[config.mk]
export PLATFORM = sky130hd
export DESIGN_NAME = text_window_console_cursor_top
export DESIGN_NICKNAME = d
export VERILOG_FILES = /design/src/rtl/twcc_pkg.sv /design/src/rtl/twcc_cfg.sv /design/src/rtl/twcc_ctrl.sv /design/src/rtl/twcc_dp.sv /design/src/rtl/text_window_console_cursor_top.sv
export SDC_FILE = /design/constraint.sdc
export NUM_CORES = 1
export LEC_CHECK = 0
export BUFFER_PORTS_ARGS = -buffer_cell sky130_fd_sc_hd__clkbuf_2
export CAP_MARGIN = 0
export CORE_ASPECT_RATIO = 1.5
export CORE_MARGIN = 3
export CORE_UTILIZATION = 40
export CTS_CLUSTER_DIAMETER = 40
export DETAILED_ROUTE_END_ITERATION = 6
export GPL_ROUTABILITY_DRIVEN = 0
export SYNTH_ARGS = -nofsm -noshare
export SYNTH_HDL_FRONTEND = slang
export SYNTH_HIERARCHICAL = 1
export SYNTH_SLANG_ARGS = --single-unit
[constraint.sdc]
create_clock -name clk -period 7.1 [get_ports clk]
set_input_delay 0.71 -clock clk [delete_from_list [all_inputs] [get_ports clk]]
set_output_delay 0.71 -clock clk [all_outputs]
set_load 0.02 [all_outputs]
[src/rtl/twcc_pkg.sv]
`default_nettype none
// ----------------------------------------------------------------------------
// twcc_pkg
// Shared types and constants for the text window console cursor.
// ----------------------------------------------------------------------------
package twcc_pkg;

    localparam int SCREEN_COLS = 80;
    localparam int SCREEN_ROWS = 25;
    localparam int TAB_STEP    = 4;

    localparam int ROW_W     = 5;
    localparam int COL_W     = 7;
    localparam int COL_REG_W = COL_W + 1;
    localparam int OFS_W     = 12;
    localparam int OFS_SUM_W = 14;
    localparam int CHAR_W    = 8;
    localparam int ATTR_W    = 8;
    localparam int CFG_IDX_W = 3;
    localparam int CFG_DAT_W = 8;
    localparam int MOD_CNT_W = $clog2(COL_REG_W);

    localparam logic [CHAR_W-1:0] CH_NUL = 8'h00;
    localparam logic [CHAR_W-1:0] CH_BS  = 8'h08;
    localparam logic [CHAR_W-1:0] CH_TAB = 8'h09;
    localparam logic [CHAR_W-1:0] CH_LF  = 8'h0A;
    localparam logic [CHAR_W-1:0] CH_CR  = 8'h0D;

    localparam logic REQ_SET_CURSOR = 1'b1;

    typedef enum logic [CFG_IDX_W-1:0] {
        REG_WIN_ROWS = 3'd0,
        REG_WIN_COLS = 3'd1,
        REG_ORG_ROW  = 3'd2,
        REG_ORG_COL  = 3'd3,
        REG_ATTR     = 3'd4
    } cfg_idx_t;

    typedef struct packed {
        logic [ROW_W-1:0]  rows;
        logic [COL_W-1:0]  cols;
        logic [ROW_W-1:0]  orow;
        logic [COL_W-1:0]  ocol;
        logic [ATTR_W-1:0] attr;
    } eff_cfg_t;

    typedef struct packed {
        logic load;
        logic mod_start;
        logic mod_step;
        logic exec;
        logic wrap_step;
        logic out_load;
    } dp_cmd_t;

    typedef struct packed {
        logic need_mod;
        logic mod_last;
        logic wrap_need;
        logic out_free;
    } dp_sts_t;

endpackage
`default_nettype wire

[src/rtl/twcc_cfg.sv]
`default_nettype none
// ----------------------------------------------------------------------------
// twcc_cfg
// Window registers and clamping to effective size and origin.
// ----------------------------------------------------------------------------
module twcc_cfg
(
    input  wire logic                           clk,
    input  wire logic                           rst_n,
    input  wire logic                           cfg_we,
    input  wire logic [twcc_pkg::CFG_IDX_W-1:0] cfg_index,
    input  wire logic [twcc_pkg::CFG_DAT_W-1:0] cfg_data,
    output twcc_pkg::eff_cfg_t                  eff
);

    logic [twcc_pkg::ROW_W-1:0]  win_rows_reg;
    logic [twcc_pkg::COL_W-1:0]  win_cols_reg;
    logic [twcc_pkg::ROW_W-1:0]  org_row_reg;
    logic [twcc_pkg::COL_W-1:0]  org_col_reg;
    logic [twcc_pkg::ATTR_W-1:0] attr_reg;

    logic [twcc_pkg::ROW_W-1:0]  rows;
    logic [twcc_pkg::COL_W-1:0]  cols;
    logic [twcc_pkg::ROW_W:0]    row_end;
    logic [twcc_pkg::COL_W:0]    col_end;

    always_ff @(posedge clk or negedge rst_n)
    begin
        if (!rst_n)
        begin
            win_rows_reg <= twcc_pkg::ROW_W'(twcc_pkg::SCREEN_ROWS);
            win_cols_reg <= twcc_pkg::COL_W'(twcc_pkg::SCREEN_COLS);
            org_row_reg  <= '0;
            org_col_reg  <= '0;
            attr_reg     <= twcc_pkg::ATTR_W'(7);
        end
        else if (cfg_we)
        begin
            unique case (cfg_index)
                twcc_pkg::REG_WIN_ROWS: win_rows_reg <= cfg_data[twcc_pkg::ROW_W-1:0];
                twcc_pkg::REG_WIN_COLS: win_cols_reg <= cfg_data[twcc_pkg::COL_W-1:0];
                twcc_pkg::REG_ORG_ROW:  org_row_reg  <= cfg_data[twcc_pkg::ROW_W-1:0];
                twcc_pkg::REG_ORG_COL:  org_col_reg  <= cfg_data[twcc_pkg::COL_W-1:0];
                twcc_pkg::REG_ATTR:     attr_reg     <= cfg_data[twcc_pkg::ATTR_W-1:0];
                default: ;
            endcase
        end
    end

    always_comb
    begin
        priority if (win_rows_reg == '0)
            rows = twcc_pkg::ROW_W'(1);
        else if (win_rows_reg > twcc_pkg::ROW_W'(twcc_pkg::SCREEN_ROWS))
            rows = twcc_pkg::ROW_W'(twcc_pkg::SCREEN_ROWS);
        else
            rows = win_rows_reg;

        priority if (win_cols_reg == '0)
            cols = twcc_pkg::COL_W'(1);
        else if (win_cols_reg > twcc_pkg::COL_W'(twcc_pkg::SCREEN_COLS))
            cols = twcc_pkg::COL_W'(twcc_pkg::SCREEN_COLS);
        else
            cols = win_cols_reg;

        row_end = {1'b0, org_row_reg} + {1'b0, rows};
        col_end = {1'b0, org_col_reg} + {1'b0, cols};

        eff.rows = rows;
        eff.cols = cols;
        eff.orow = (row_end > (twcc_pkg::ROW_W+1)'(twcc_pkg::SCREEN_ROWS)) ? '0 : org_row_reg;
        eff.ocol = (col_end > (twcc_pkg::COL_W+1)'(twcc_pkg::SCREEN_COLS)) ? '0 : org_col_reg;
        eff.attr = attr_reg;
    end

endmodule
`default_nettype wire

[src/rtl/twcc_ctrl.sv]
`default_nettype none
// ----------------------------------------------------------------------------
// twcc_ctrl
// Sequencer: accept, reduce, execute, wrap, hand off result.
// ----------------------------------------------------------------------------
module twcc_ctrl
(
    input  wire logic               clk,
    input  wire logic               rst_n,
    input  wire logic               in_valid,
    output logic                    in_stall,
    input  wire twcc_pkg::dp_sts_t  sts,
    output twcc_pkg::dp_cmd_t       cmd
);

    typedef enum logic [3:0] {
        S_IDLE = 4'b0001,
        S_EXEC = 4'b0010,
        S_MOD  = 4'b0100,
        S_WRAP = 4'b1000
    } state_t;

    state_t state_reg, state_next;

    always_ff @(posedge clk or negedge rst_n)
    begin
        if (!rst_n)
            state_reg <= S_IDLE;
        else
            state_reg <= state_next;
    end

    assign in_stall = (state_reg != S_IDLE);

    always_comb
    begin
        state_next = state_reg;
        cmd        = '0;
        unique case (state_reg)
            S_IDLE:
            begin
                if (in_valid)
                begin
                    cmd.load   = 1'b1;
                    state_next = S_EXEC;
                end
            end
            S_EXEC:
            begin
                if (sts.need_mod)
                begin
                    cmd.mod_start = 1'b1;
                    state_next    = S_MOD;
                end
                else
                begin
                    cmd.exec   = 1'b1;
                    state_next = S_WRAP;
                end
            end
            S_MOD:
            begin
                cmd.mod_step = 1'b1;
                if (sts.mod_last)
                    state_next = S_EXEC;
            end
            S_WRAP:
            begin
                priority if (sts.wrap_need)
                    cmd.wrap_step = 1'b1;
                else if (sts.out_free)
                begin
                    cmd.out_load = 1'b1;
                    state_next   = S_IDLE;
                end
            end
            default: state_next = S_IDLE;
        endcase
    end

endmodule
`default_nettype wire

[src/rtl/twcc_dp.sv]
`default_nettype none
// ----------------------------------------------------------------------------
// twcc_dp
// Cursor registers, bit-serial remainder lanes, offset and result register.
// ----------------------------------------------------------------------------
module twcc_dp
(
    input  wire logic                        clk,
    input  wire logic                        rst_n,
    input  wire twcc_pkg::eff_cfg_t          eff,
    input  wire twcc_pkg::dp_cmd_t           cmd,
    output twcc_pkg::dp_sts_t                sts,
    input  wire logic                        req_type,
    input  wire logic [twcc_pkg::CHAR_W-1:0] char_code,
    input  wire logic [twcc_pkg::ROW_W-1:0]  set_row,
    input  wire logic [twcc_pkg::COL_W-1:0]  set_col,
    output logic                             out_valid,
    input  wire logic                        out_stall,
    output logic                             write_valid,
    output logic [twcc_pkg::OFS_W-1:0]       cell_offset,
    output logic [twcc_pkg::CHAR_W-1:0]      cell_char,
    output logic [twcc_pkg::ATTR_W-1:0]      cell_attr,
    output logic [twcc_pkg::ROW_W-1:0]       cursor_row,
    output logic [twcc_pkg::COL_W-1:0]       cursor_col
);

    localparam int RW = twcc_pkg::ROW_W;
    localparam int CW = twcc_pkg::COL_W;
    localparam int CRW = twcc_pkg::COL_REG_W;
    localparam int SW = twcc_pkg::OFS_SUM_W;

    logic [RW-1:0]                  row_reg, row_next;
    logic [CRW-1:0]                 col_reg, col_next;
    logic                           req_reg;
    logic [twcc_pkg::CHAR_W-1:0]    char_reg;
    logic                           wr_reg, wr_next;
    logic [twcc_pkg::OFS_W-1:0]     ofs_reg, ofs_next;

    logic [RW-1:0]                  mrow_rem_reg;
    logic [CW-1:0]                  mcol_rem_reg;
    logic [CRW-1:0]                 mrow_dvd_reg;
    logic [CRW-1:0]                 mcol_dvd_reg;
    logic [twcc_pkg::MOD_CNT_W-1:0] mod_cnt_reg;

    logic                           out_valid_reg;
    logic                           out_wr_reg;
    logic [twcc_pkg::OFS_W-1:0]     out_ofs_reg;
    logic [twcc_pkg::CHAR_W-1:0]    out_char_reg;
    logic [twcc_pkg::ATTR_W-1:0]    out_attr_reg;
    logic [RW-1:0]                  out_row_reg;
    logic [CW-1:0]                  out_col_reg;

    logic [CRW-1:0]                 cols_ext;
    logic [RW:0]                    row_plus;
    logic [RW-1:0]                  row_inc;
    logic [RW-1:0]                  row_dec;
    logic [RW:0]                    mrow_t;
    logic [RW:0]                    mrow_r;
    logic [CW:0]                    mcol_t;
    logic [CW:0]                    mcol_r;
    logic [RW:0]                    line;
    logic [SW-1:0]                  pos;
    logic [twcc_pkg::OFS_W-1:0]     ofs_calc;

    assign cols_ext = {1'b0, eff.cols};
    assign row_plus = {1'b0, row_reg} + (RW+1)'(1);
    assign row_inc  = (row_plus >= {1'b0, eff.rows}) ? '0 : row_plus[RW-1:0];
    assign row_dec  = (row_reg == '0) ? (eff.rows - RW'(1)) : (row_reg - RW'(1));

    // restoring remainder, one dividend bit per cycle
    assign mrow_t = {mrow_rem_reg, mrow_dvd_reg[CRW-1]};
    assign mrow_r = (mrow_t >= {1'b0, eff.rows}) ? (mrow_t - {1'b0, eff.rows}) : mrow_t;
    assign mcol_t = {mcol_rem_reg, mcol_dvd_reg[CRW-1]};
    assign mcol_r = (mcol_t >= cols_ext) ? (mcol_t - cols_ext) : mcol_t;

    assign line     = {1'b0, eff.orow} + {1'b0, row_reg};
    assign pos      = SW'(line) * SW'(twcc_pkg::SCREEN_COLS) + SW'(eff.ocol) + SW'(col_reg);
    assign ofs_calc = {pos[twcc_pkg::OFS_W-2:0], 1'b0};

    assign sts.need_mod  = (row_reg >= eff.rows) || (col_reg >= cols_ext);
    assign sts.mod_last  = (mod_cnt_reg == twcc_pkg::MOD_CNT_W'(CRW - 1));
    assign sts.wrap_need = (col_reg >= cols_ext);
    assign sts.out_free  = !out_valid_reg || !out_stall;

    always_comb
    begin
        row_next = row_reg;
        col_next = col_reg;
        wr_next  = wr_reg;
        ofs_next = ofs_reg;
        priority if (cmd.load)
        begin
            wr_next  = 1'b0;
            ofs_next = '0;
            if (req_type == twcc_pkg::REQ_SET_CURSOR)
            begin
                row_next = set_row;
                col_next = {1'b0, set_col};
            end
        end
        else if (cmd.mod_step && sts.mod_last)
        begin
            row_next = mrow_r[RW-1:0];
            col_next = {1'b0, mcol_r[CW-1:0]};
        end
        else if (cmd.exec && (req_reg != twcc_pkg::REQ_SET_CURSOR))
        begin
            unique case (char_reg)
                twcc_pkg::CH_LF:
                begin
                    row_next = row_inc;
                    col_next = '0;
                end
                twcc_pkg::CH_CR:
                    col_next = '0;
                twcc_pkg::CH_BS:
                begin
                    if (col_reg != '0)
                        col_next = col_reg - CRW'(1);
                    else
                    begin
                        col_next = cols_ext - CRW'(1);
                        row_next = row_dec;
                    end
                end
                twcc_pkg::CH_TAB:
                    col_next = col_reg + CRW'(twcc_pkg::TAB_STEP);
                twcc_pkg::CH_NUL: ;
                default:
                begin
                    wr_next  = 1'b1;
                    ofs_next = ofs_calc;
                    col_next = col_reg + CRW'(1);
                end
            endcase
        end
        else if (cmd.wrap_step)
        begin
            col_next = col_reg - cols_ext;
            row_next = row_inc;
        end
    end

    always_ff @(posedge clk or negedge rst_n)
    begin
        if (!rst_n)
        begin
            row_reg       <= '0;
            col_reg       <= '0;
            mod_cnt_reg   <= '0;
            out_valid_reg <= 1'b0;
        end
        else
        begin
            row_reg <= row_next;
            col_reg <= col_next;
            if (cmd.mod_start)
                mod_cnt_reg <= '0;
            else if (cmd.mod_step)
                mod_cnt_reg <= mod_cnt_reg + twcc_pkg::MOD_CNT_W'(1);
            if (cmd.out_load)
                out_valid_reg <= 1'b1;
            else if (!out_stall)
                out_valid_reg <= 1'b0;
        end
    end

    always_ff @(posedge clk)
    begin
        wr_reg  <= wr_next;
        ofs_reg <= ofs_next;
        if (cmd.load)
        begin
            req_reg  <= req_type;
            char_reg <= char_code;
        end
        if (cmd.mod_start)
        begin
            mrow_rem_reg <= '0;
            mcol_rem_reg <= '0;
            mrow_dvd_reg <= CRW'(row_reg);
            mcol_dvd_reg <= col_reg;
        end
        else if (cmd.mod_step)
        begin
            mrow_rem_reg <= mrow_r[RW-1:0];
            mcol_rem_reg <= mcol_r[CW-1:0];
            mrow_dvd_reg <= {mrow_dvd_reg[CRW-2:0], 1'b0};
            mcol_dvd_reg <= {mcol_dvd_reg[CRW-2:0], 1'b0};
        end
        if (cmd.out_load)
        begin
            out_wr_reg   <= wr_reg;
            out_ofs_reg  <= ofs_reg;
            out_char_reg <= wr_reg ? char_reg : '0;
            out_attr_reg <= wr_reg ? eff.attr : '0;
            out_row_reg  <= row_reg;
            out_col_reg  <= col_reg[CW-1:0];
        end
    end

    assign out_valid   = out_valid_reg;
    assign write_valid = out_wr_reg;
    assign cell_offset = out_ofs_reg;
    assign cell_char   = out_char_reg;
    assign cell_attr   = out_attr_reg;
    assign cursor_row  = out_row_reg;
    assign cursor_col  = out_col_reg;

endmodule
`default_nettype wire

[src/rtl/text_window_console_cursor_top.sv]
`default_nettype none
// Sequence: an accepted request is loaded, executed in S_EXEC and its result
// registered from S_WRAP once the output is free; a tab that wraps adds a wrap
// step per wrapped row (up to TAB_STEP). When the cursor or a set-cursor value
// is outside the window, a bit-serial remainder pass in S_MOD and a return to
// S_EXEC precede execution. in_stall blocks requests until S_IDLE returns.
// Reset: cursor at (0,0), window 25x80 at origin (0,0), attribute 0x07.
// ----------------------------------------------------------------------------
// text_window_console_cursor_top
// Text window console cursor: cursor tracking and cell write generation.
// ----------------------------------------------------------------------------
module text_window_console_cursor_top
(
    input  wire logic                           clk,
    input  wire logic                           rst_n,
    input  wire logic                           cfg_we,
    input  wire logic [twcc_pkg::CFG_IDX_W-1:0] cfg_index,
    input  wire logic [twcc_pkg::CFG_DAT_W-1:0] cfg_data,
    input  wire logic                           in_valid,
    output logic                                in_stall,
    input  wire logic                           req_type,
    input  wire logic [twcc_pkg::CHAR_W-1:0]    char_code,
    input  wire logic [twcc_pkg::ROW_W-1:0]     set_row,
    input  wire logic [twcc_pkg::COL_W-1:0]     set_col,
    output logic                                out_valid,
    input  wire logic                           out_stall,
    output logic                                write_valid,
    output logic [twcc_pkg::OFS_W-1:0]          cell_offset,
    output logic [twcc_pkg::CHAR_W-1:0]         cell_char,
    output logic [twcc_pkg::ATTR_W-1:0]         cell_attr,
    output logic [twcc_pkg::ROW_W-1:0]          cursor_row,
    output logic [twcc_pkg::COL_W-1:0]          cursor_col
);

    twcc_pkg::eff_cfg_t eff;
    twcc_pkg::dp_cmd_t  cmd;
    twcc_pkg::dp_sts_t  sts;

    twcc_cfg u_cfg
    (
        .clk       (clk),
        .rst_n     (rst_n),
        .cfg_we    (cfg_we),
        .cfg_index (cfg_index),
        .cfg_data  (cfg_data),
        .eff       (eff)
    );

    twcc_ctrl u_ctrl
    (
        .clk      (clk),
        .rst_n    (rst_n),
        .in_valid (in_valid),
        .in_stall (in_stall),
        .sts      (sts),
        .cmd      (cmd)
    );

    twcc_dp u_dp
    (
        .clk         (clk),
        .rst_n       (rst_n),
        .eff         (eff),
        .cmd         (cmd),
        .sts         (sts),
        .req_type    (req_type),
        .char_code   (char_code),
        .set_row     (set_row),
        .set_col     (set_col),
        .out_valid   (out_valid),
        .out_stall   (out_stall),
        .write_valid (write_valid),
        .cell_offset (cell_offset),
        .cell_char   (cell_char),
        .cell_attr   (cell_attr),
        .cursor_row  (cursor_row),
        .cursor_col  (cursor_col)
    );

endmodule
`default_nettype wire

# Yosys cells after proc, flatten, opt, wreduce, memory -nomap -nowiden
# Cells that the tools add are included.
[totals] ff_bits=142 inputBits=37 output_inout_bits=43 elab_cells=151
[op_classes] addsub=16 n_mul=1 n_lt_le_gt_ge=9 eq_ne=23 muxes=49 bitwise=3 n_reduce_logical=25
[op_table] cell="5-bit two-way mux" n=14
[op_table] cell="8-bit two-way mux" n=8
[op_table] cell="8-bit by 4-bit equality test with 1-bit output (second input constant)" n=4
[op_table] cell="8-bit one-hot mux with 4 select lines" n=1
[op_table] cell="7-bit two-way mux" n=4
[op_table] cell="4-bit two-way mux" n=5
[op_table] cell="8-bit by 7-bit greater-or-equal comparator with 1-bit output" n=2
[op_table] cell="4-bit one-hot mux with 4 select lines" n=1
[op_table] cell="5-bit by 5-bit adder with 6-bit output" n=2
[op_table] cell="6-bit by 5-bit greater-or-equal comparator with 1-bit output" n=2
[op_table] cell="1-bit two-way mux" n=12
[op_table] cell="11-bit by 7-bit adder with 11-bit output" n=1
[op_table] cell="11-bit by 8-bit adder with 11-bit output" n=1
[op_table] cell="5-bit zero test" n=2
[op_table] cell="5-bit by 4-bit != test with 1-bit output (second input constant)" n=2
[op_table] cell="5-bit one-hot mux with 2 select lines" n=1
[op_table] cell="2-bit AND reduction" n=5
[op_table] cell="5-bit by 1-bit subtractor with 5-bit output (second input constant)" n=2
[op_table] cell="7-bit by 7-bit adder with 8-bit output" n=1
[op_table] cell="8-bit by 1-bit adder with 8-bit output (second input constant)" n=1
[op_table] cell="8-bit by 3-bit adder with 8-bit output (second input constant)" n=1
[op_table] cell="8-bit by 7-bit greater-than comparator with 1-bit output (second input constant)" n=1
[op_table] cell="8-bit zero test" n=1
[op_table] cell="2-bit != test (second input constant)" n=4
[op_table] cell="37 further kinds" n=48

# Longest topological paths before layout
[logic_depth] word_depth=11 depth_mapped=26 ltp_nobuf=26

# Hierarchy
# The synthesis kept the hierarchy.
[by_module_without_submodules] mod="twcc_dp" instances=1 cells_per_inst=740 area_each_um2=7189.4 seq_area_each_um2=2827.7
[by_module_without_submodules] mod="twcc_cfg" instances=1 cells_per_inst=169 area_each_um2=1928.1 seq_area_each_um2=810.8
[by_module_without_submodules] mod="twcc_ctrl" instances=1 cells_per_inst=39 area_each_um2=354.1 seq_area_each_um2=101.3

# Worst setup path after synthesis
# No wires, ideal clock.
[synth_timing] path_type="register to register" from="reg u_cfg/win_cols_reg[5] (netlist name)" to="reg u_dp.out_attr_reg (netlist bit u_dp/cell_attr[0]) (enable)" setup_ns=0.497 arrival_ns=5.085 t_required_ns=6.603 path_slack_ns=1.518 path_stages_with_launch=12 path_buffers=0 period_less_slack_ns=5.582 path_cell_list="dfrtp_1 o21ai_0 a22o_1 ha_1 fa_1 nand2b_1 a21o_1 a21oi_1 o21a_1 o21ai_0 nand2_1 nor3b_1"
[synth_lines] item="from (decl)" line_no="twcc_cfg.sv:17" source="logic [twcc_pkg::COL_W-1:0] win_cols_reg;"
[synth_lines] item="from (signal assigned)" line_no="twcc_cfg.sv:32" source="win_cols_reg <= twcc_pkg::COL_W'(twcc_pkg::SCREEN_COLS);"
[synth_lines] item="from (signal assigned)" line_no="twcc_cfg.sv:41" source="twcc_pkg::REG_WIN_COLS: win_cols_reg <= cfg_data[twcc_pkg::COL_W-1:0];"
[synth_lines] item="to (signal assigned)" line_no="twcc_dp.sv:196" source="out_attr_reg <= wr_reg ? eff.attr : '0;"
[synth_lines] item="to (decl)" line_no="twcc_dp.sv:49" source="logic [twcc_pkg::ATTR_W-1:0] out_attr_reg;"

==> flow_summary.yaml <==
status:
  status: "complete, no violations"
finish:
  register_area_sq_mm: 0.00374
  final_cell_count_no_fill: 1345
  area_growth_syn_to_layout_pct: 14.1
  n_antenna_cell: 0
  fillers: 2310
  final_nets: 1141
  drive_above_1_share: 0.195
  multi_input_comb_area_sq_mm: 0.00534
  fin_util: 0.467
power:
  vdd_drop_max_v: 0.000265
  switching_share: 0.450
  leakage_nw: 4.46
  power.density_mw_per_mm2: 511
  p_comb_frac: 0.570
  power_mw: 5.52
  internal_power_mw: 3.04
  p_sw_mw: 2.49
  power_frac_seq: 0.259
  p_clk_frac: 0.171
clock_tree:
  post_cts_buffers: 0
  clk_latency_ns: 0.43
  cts_buffer_depth: 2
  cts.repair.resized: 0
  root_buffer: "clkbuf_16"
  htree_levels: 4
  cts_tree: "built"
  hold_buffers: 0
  clock_sinks: 142
  cts_buffers: 17
  path_clk_slew_ns: 0.07
global_routing:
  grt_pass1_vias: 7565
  grt_pass1_wl_um: 39400
  grt_max_degree: 54
  gr-usage-all-layers: 0.193
  grt_overflow: 0
  antenna_found_initial: 0
synth:
  yosysTopAreaCellShare: 0.197
  syn_area_sq_mm: 0.00947
  yosysSeqAreaShare: 0.395
  synth_async_sr_flop_share: 0.373
  ys_warn_count: 6
  avgSynthCellArea_sq_um: 9.99
  ys_types: 94
  synth-edff-count: 62
  syn_nets: 1072
  yosysTopAreaCell: "edfxtp_1"
  ys.flop_type: "edfxtp_1"
  synth_area_leaders: "edfxtp_1 (20%), dfrtp_1 (12%), ha_1 (10%), dfxtp_1 (5.7%), mux2_2 (5.0%)"
  postSynthCellCount: 948
  ys_ff_latch: 142
timing:
  slew_viol_final: 0
  clock_skew_ns: 0.00857
  fmax_mhz: 178
  tightest_slew_ns: 1.14
  rsz0062_at_grt: "false"
  fin_crit_ns: 5.63
  setup_tns_ns: 0
  hold_viol_final: 0
  report.final.setup_viol: 0
  slew_headroom: 0.236
  min_period_over_period: 0.792
  timing.hold.ws_ns: 0.421
worst_setup_path:
  end_kind: "flip-flop"
  arrival_ns: 5.93
  reg2reg_from: "u_cfg/win_rows_reg[4]"
  crit_type: "reg2reg"
  r2r_slack_ns: 1.47
  rr_worst_depth: 26
  start_kind: "flip-flop"
  cp.required_ns: 7.41
  cp_max_fo: 6
  r2r_end: "u_dp/ofs_reg[10]"
placement:
  dp_hpwl_um: 18600
  dp_cells: 1313
  port_buffers: 78
die:
  initial_core_util: 0.409
  die_w_um: 132
  num_rows: 68
  die_area_sq_mm: 0.0256
  coreArea_sq_mm: 0.0231
  fp.dieH_um: 194
  io_pins: 80
routing:
  drt_iter0_markers: 441
  finalWirelength_um: 24400
  wl_per_cell_um: 18.1
  vias: 7474
  routed_via_density: 5.56
  drc: 0
  ant_nets: 0
  first_pass_iters: 5
worst_hold_path:
  hold_path_class: "in2async"
run:
  drv_cap: 0
## per-stage QoR
stage	cell area, sq um	setup WS, ns
3_5_place_dp	10200	1.53
6_report	10800	1.47
3_3_place_gp	10200	1.62
5_1_grt	10800	1.01
2_1_floorplan	9470	1.52
4_1_cts	10800	1.48
## cells in the final DEF (no fill, tap or decap), types with 21 or more instances in the layout
| cell type | count |
|---|---|
| nand3_1 | 32 |
| dfxtp_1 | 27 |
| a21oi_1 | 55 |
| xnor2_1 | 29 |
| inv_1 | 59 |
| edfxtp_1 | 62 |
| mux2_2 | 42 |
| and2_1 | 23 |
| nor3_1 | 22 |
| dfrtp_1 | 44 |
| clkbuf_2 | 78 |
| nand2_1 | 55 |
| a211oi_1 | 21 |
| clkbuf_16 | 22 |
| nor2_1 | 71 |
| ha_1 | 76 |
| o21ai_0 | 33 |
## cell usage after synthesis (12+ instances only)
cell type   n
inv_1      59
nand3_1    32
ha_1       76
dfrtp_1    44
mux2_2     42
nor2_1     72
and2_1     23
a21oi_1    55
a211oi_1   21
nand2_1    55
edfxtp_1   62
mux2i_1    12
xnor2_1    29
dfxtp_1    27
clkbuf_1   22
o21ai_0    33
nand2b_1   16
nor3_1     22
a21o_1     16
## how the worst max path moves through the flow
stage | start | to | slack (ns) | depth (start not counted)
CTS | u_cfg/win_rows_reg[4] | u_dp/ofs_reg[11] | 1.48 | 23
global route | u_cfg/win_rows_reg[4] | u_dp/ofs_reg[10] | 1.01 | 26
finish | u_cfg/win_rows_reg[4] | u_dp/ofs_reg[10] | 1.47 | 26
global placement | u_cfg/win_rows_reg[4] | u_dp/ofs_reg[11] | 1.62 | 25
detailed placement | u_cfg/win_rows_reg[4] | u_dp/ofs_reg[11] | 1.53 | 23
floorplan | u_cfg/win_cols_reg[5] | u_dp/cell_attr[0] | 1.52 | 11
## cell families (layout without fill, tap and decap cells)
family,Yosys count,in the layout,synth area share
buf+inv,98,180,0.0429
simple gates,293,293,0.168
other cells,1,1,0.000396
flops,142,142,0.395
mux,55,55,0.0638
xor+xnor,40,40,0.0370
fa+ha+maj,87,87,0.124
compound gates,232,232,0.170
## critical path, stage by stage, from the launching register on
cell and delay (ns):
dfstp_2 0.59, nand2_1 0.10, nor2_1 0.11, a211o_1 0.25, ha_1 0.24, inv_1 0.07
fa_1 0.39, nor2b_1 0.12, o21a_1 0.15, nor3_2 0.06, a2111oi_4 0.38, nor4b_1 0.11
ha_1 0.24, fa_1 0.40, a21o_1 0.19, a21oi_1 0.17, xnor2_1 0.13, ha_1 0.32
inv_1 0.06, fa_1 0.52, inv_1 0.04, ha_1 0.31, nor2_1 0.15, nor2_1 0.09
a21o_1 0.18, nand3_1 0.08, a21oi_1 0.06
## cell type report
class / instances / area share
flip-flops and latches: 142 / 0.346
multi-input cells: 708 / 0.495
inverters: 61 / 0.0212
repair buffers: 87 / 0.0424
well taps: 315 / 0.0365
clock inverters: 9 / 0.00706
clock buffers: 23 / 0.0522
## layer usage
metal	part of all wire	routed length [um]	vias to the layer above	global-route usage
li1	-	-	3642	-
met1	0.40	9660	3576	0.215
met2	0.53	12800	188	0.351
met3	0.034	831	68	0.0303
met4	0.043	1050	0	0.105
met5	0	0	-	0
## power by group through the flow
stage,clock network (mW),registers (mW),logic (mW)
2_1_floorplan,0,1.28,2.56
3_3_place_gp,0,1.44,3.08
3_5_place_dp,0,1.45,3.11
4_1_cts,0.965,1.43,3.14
5_1_grt,1.00,1.47,3.54
6_report,0.944,1.43,3.15
(Power assumes the default switching activity.)
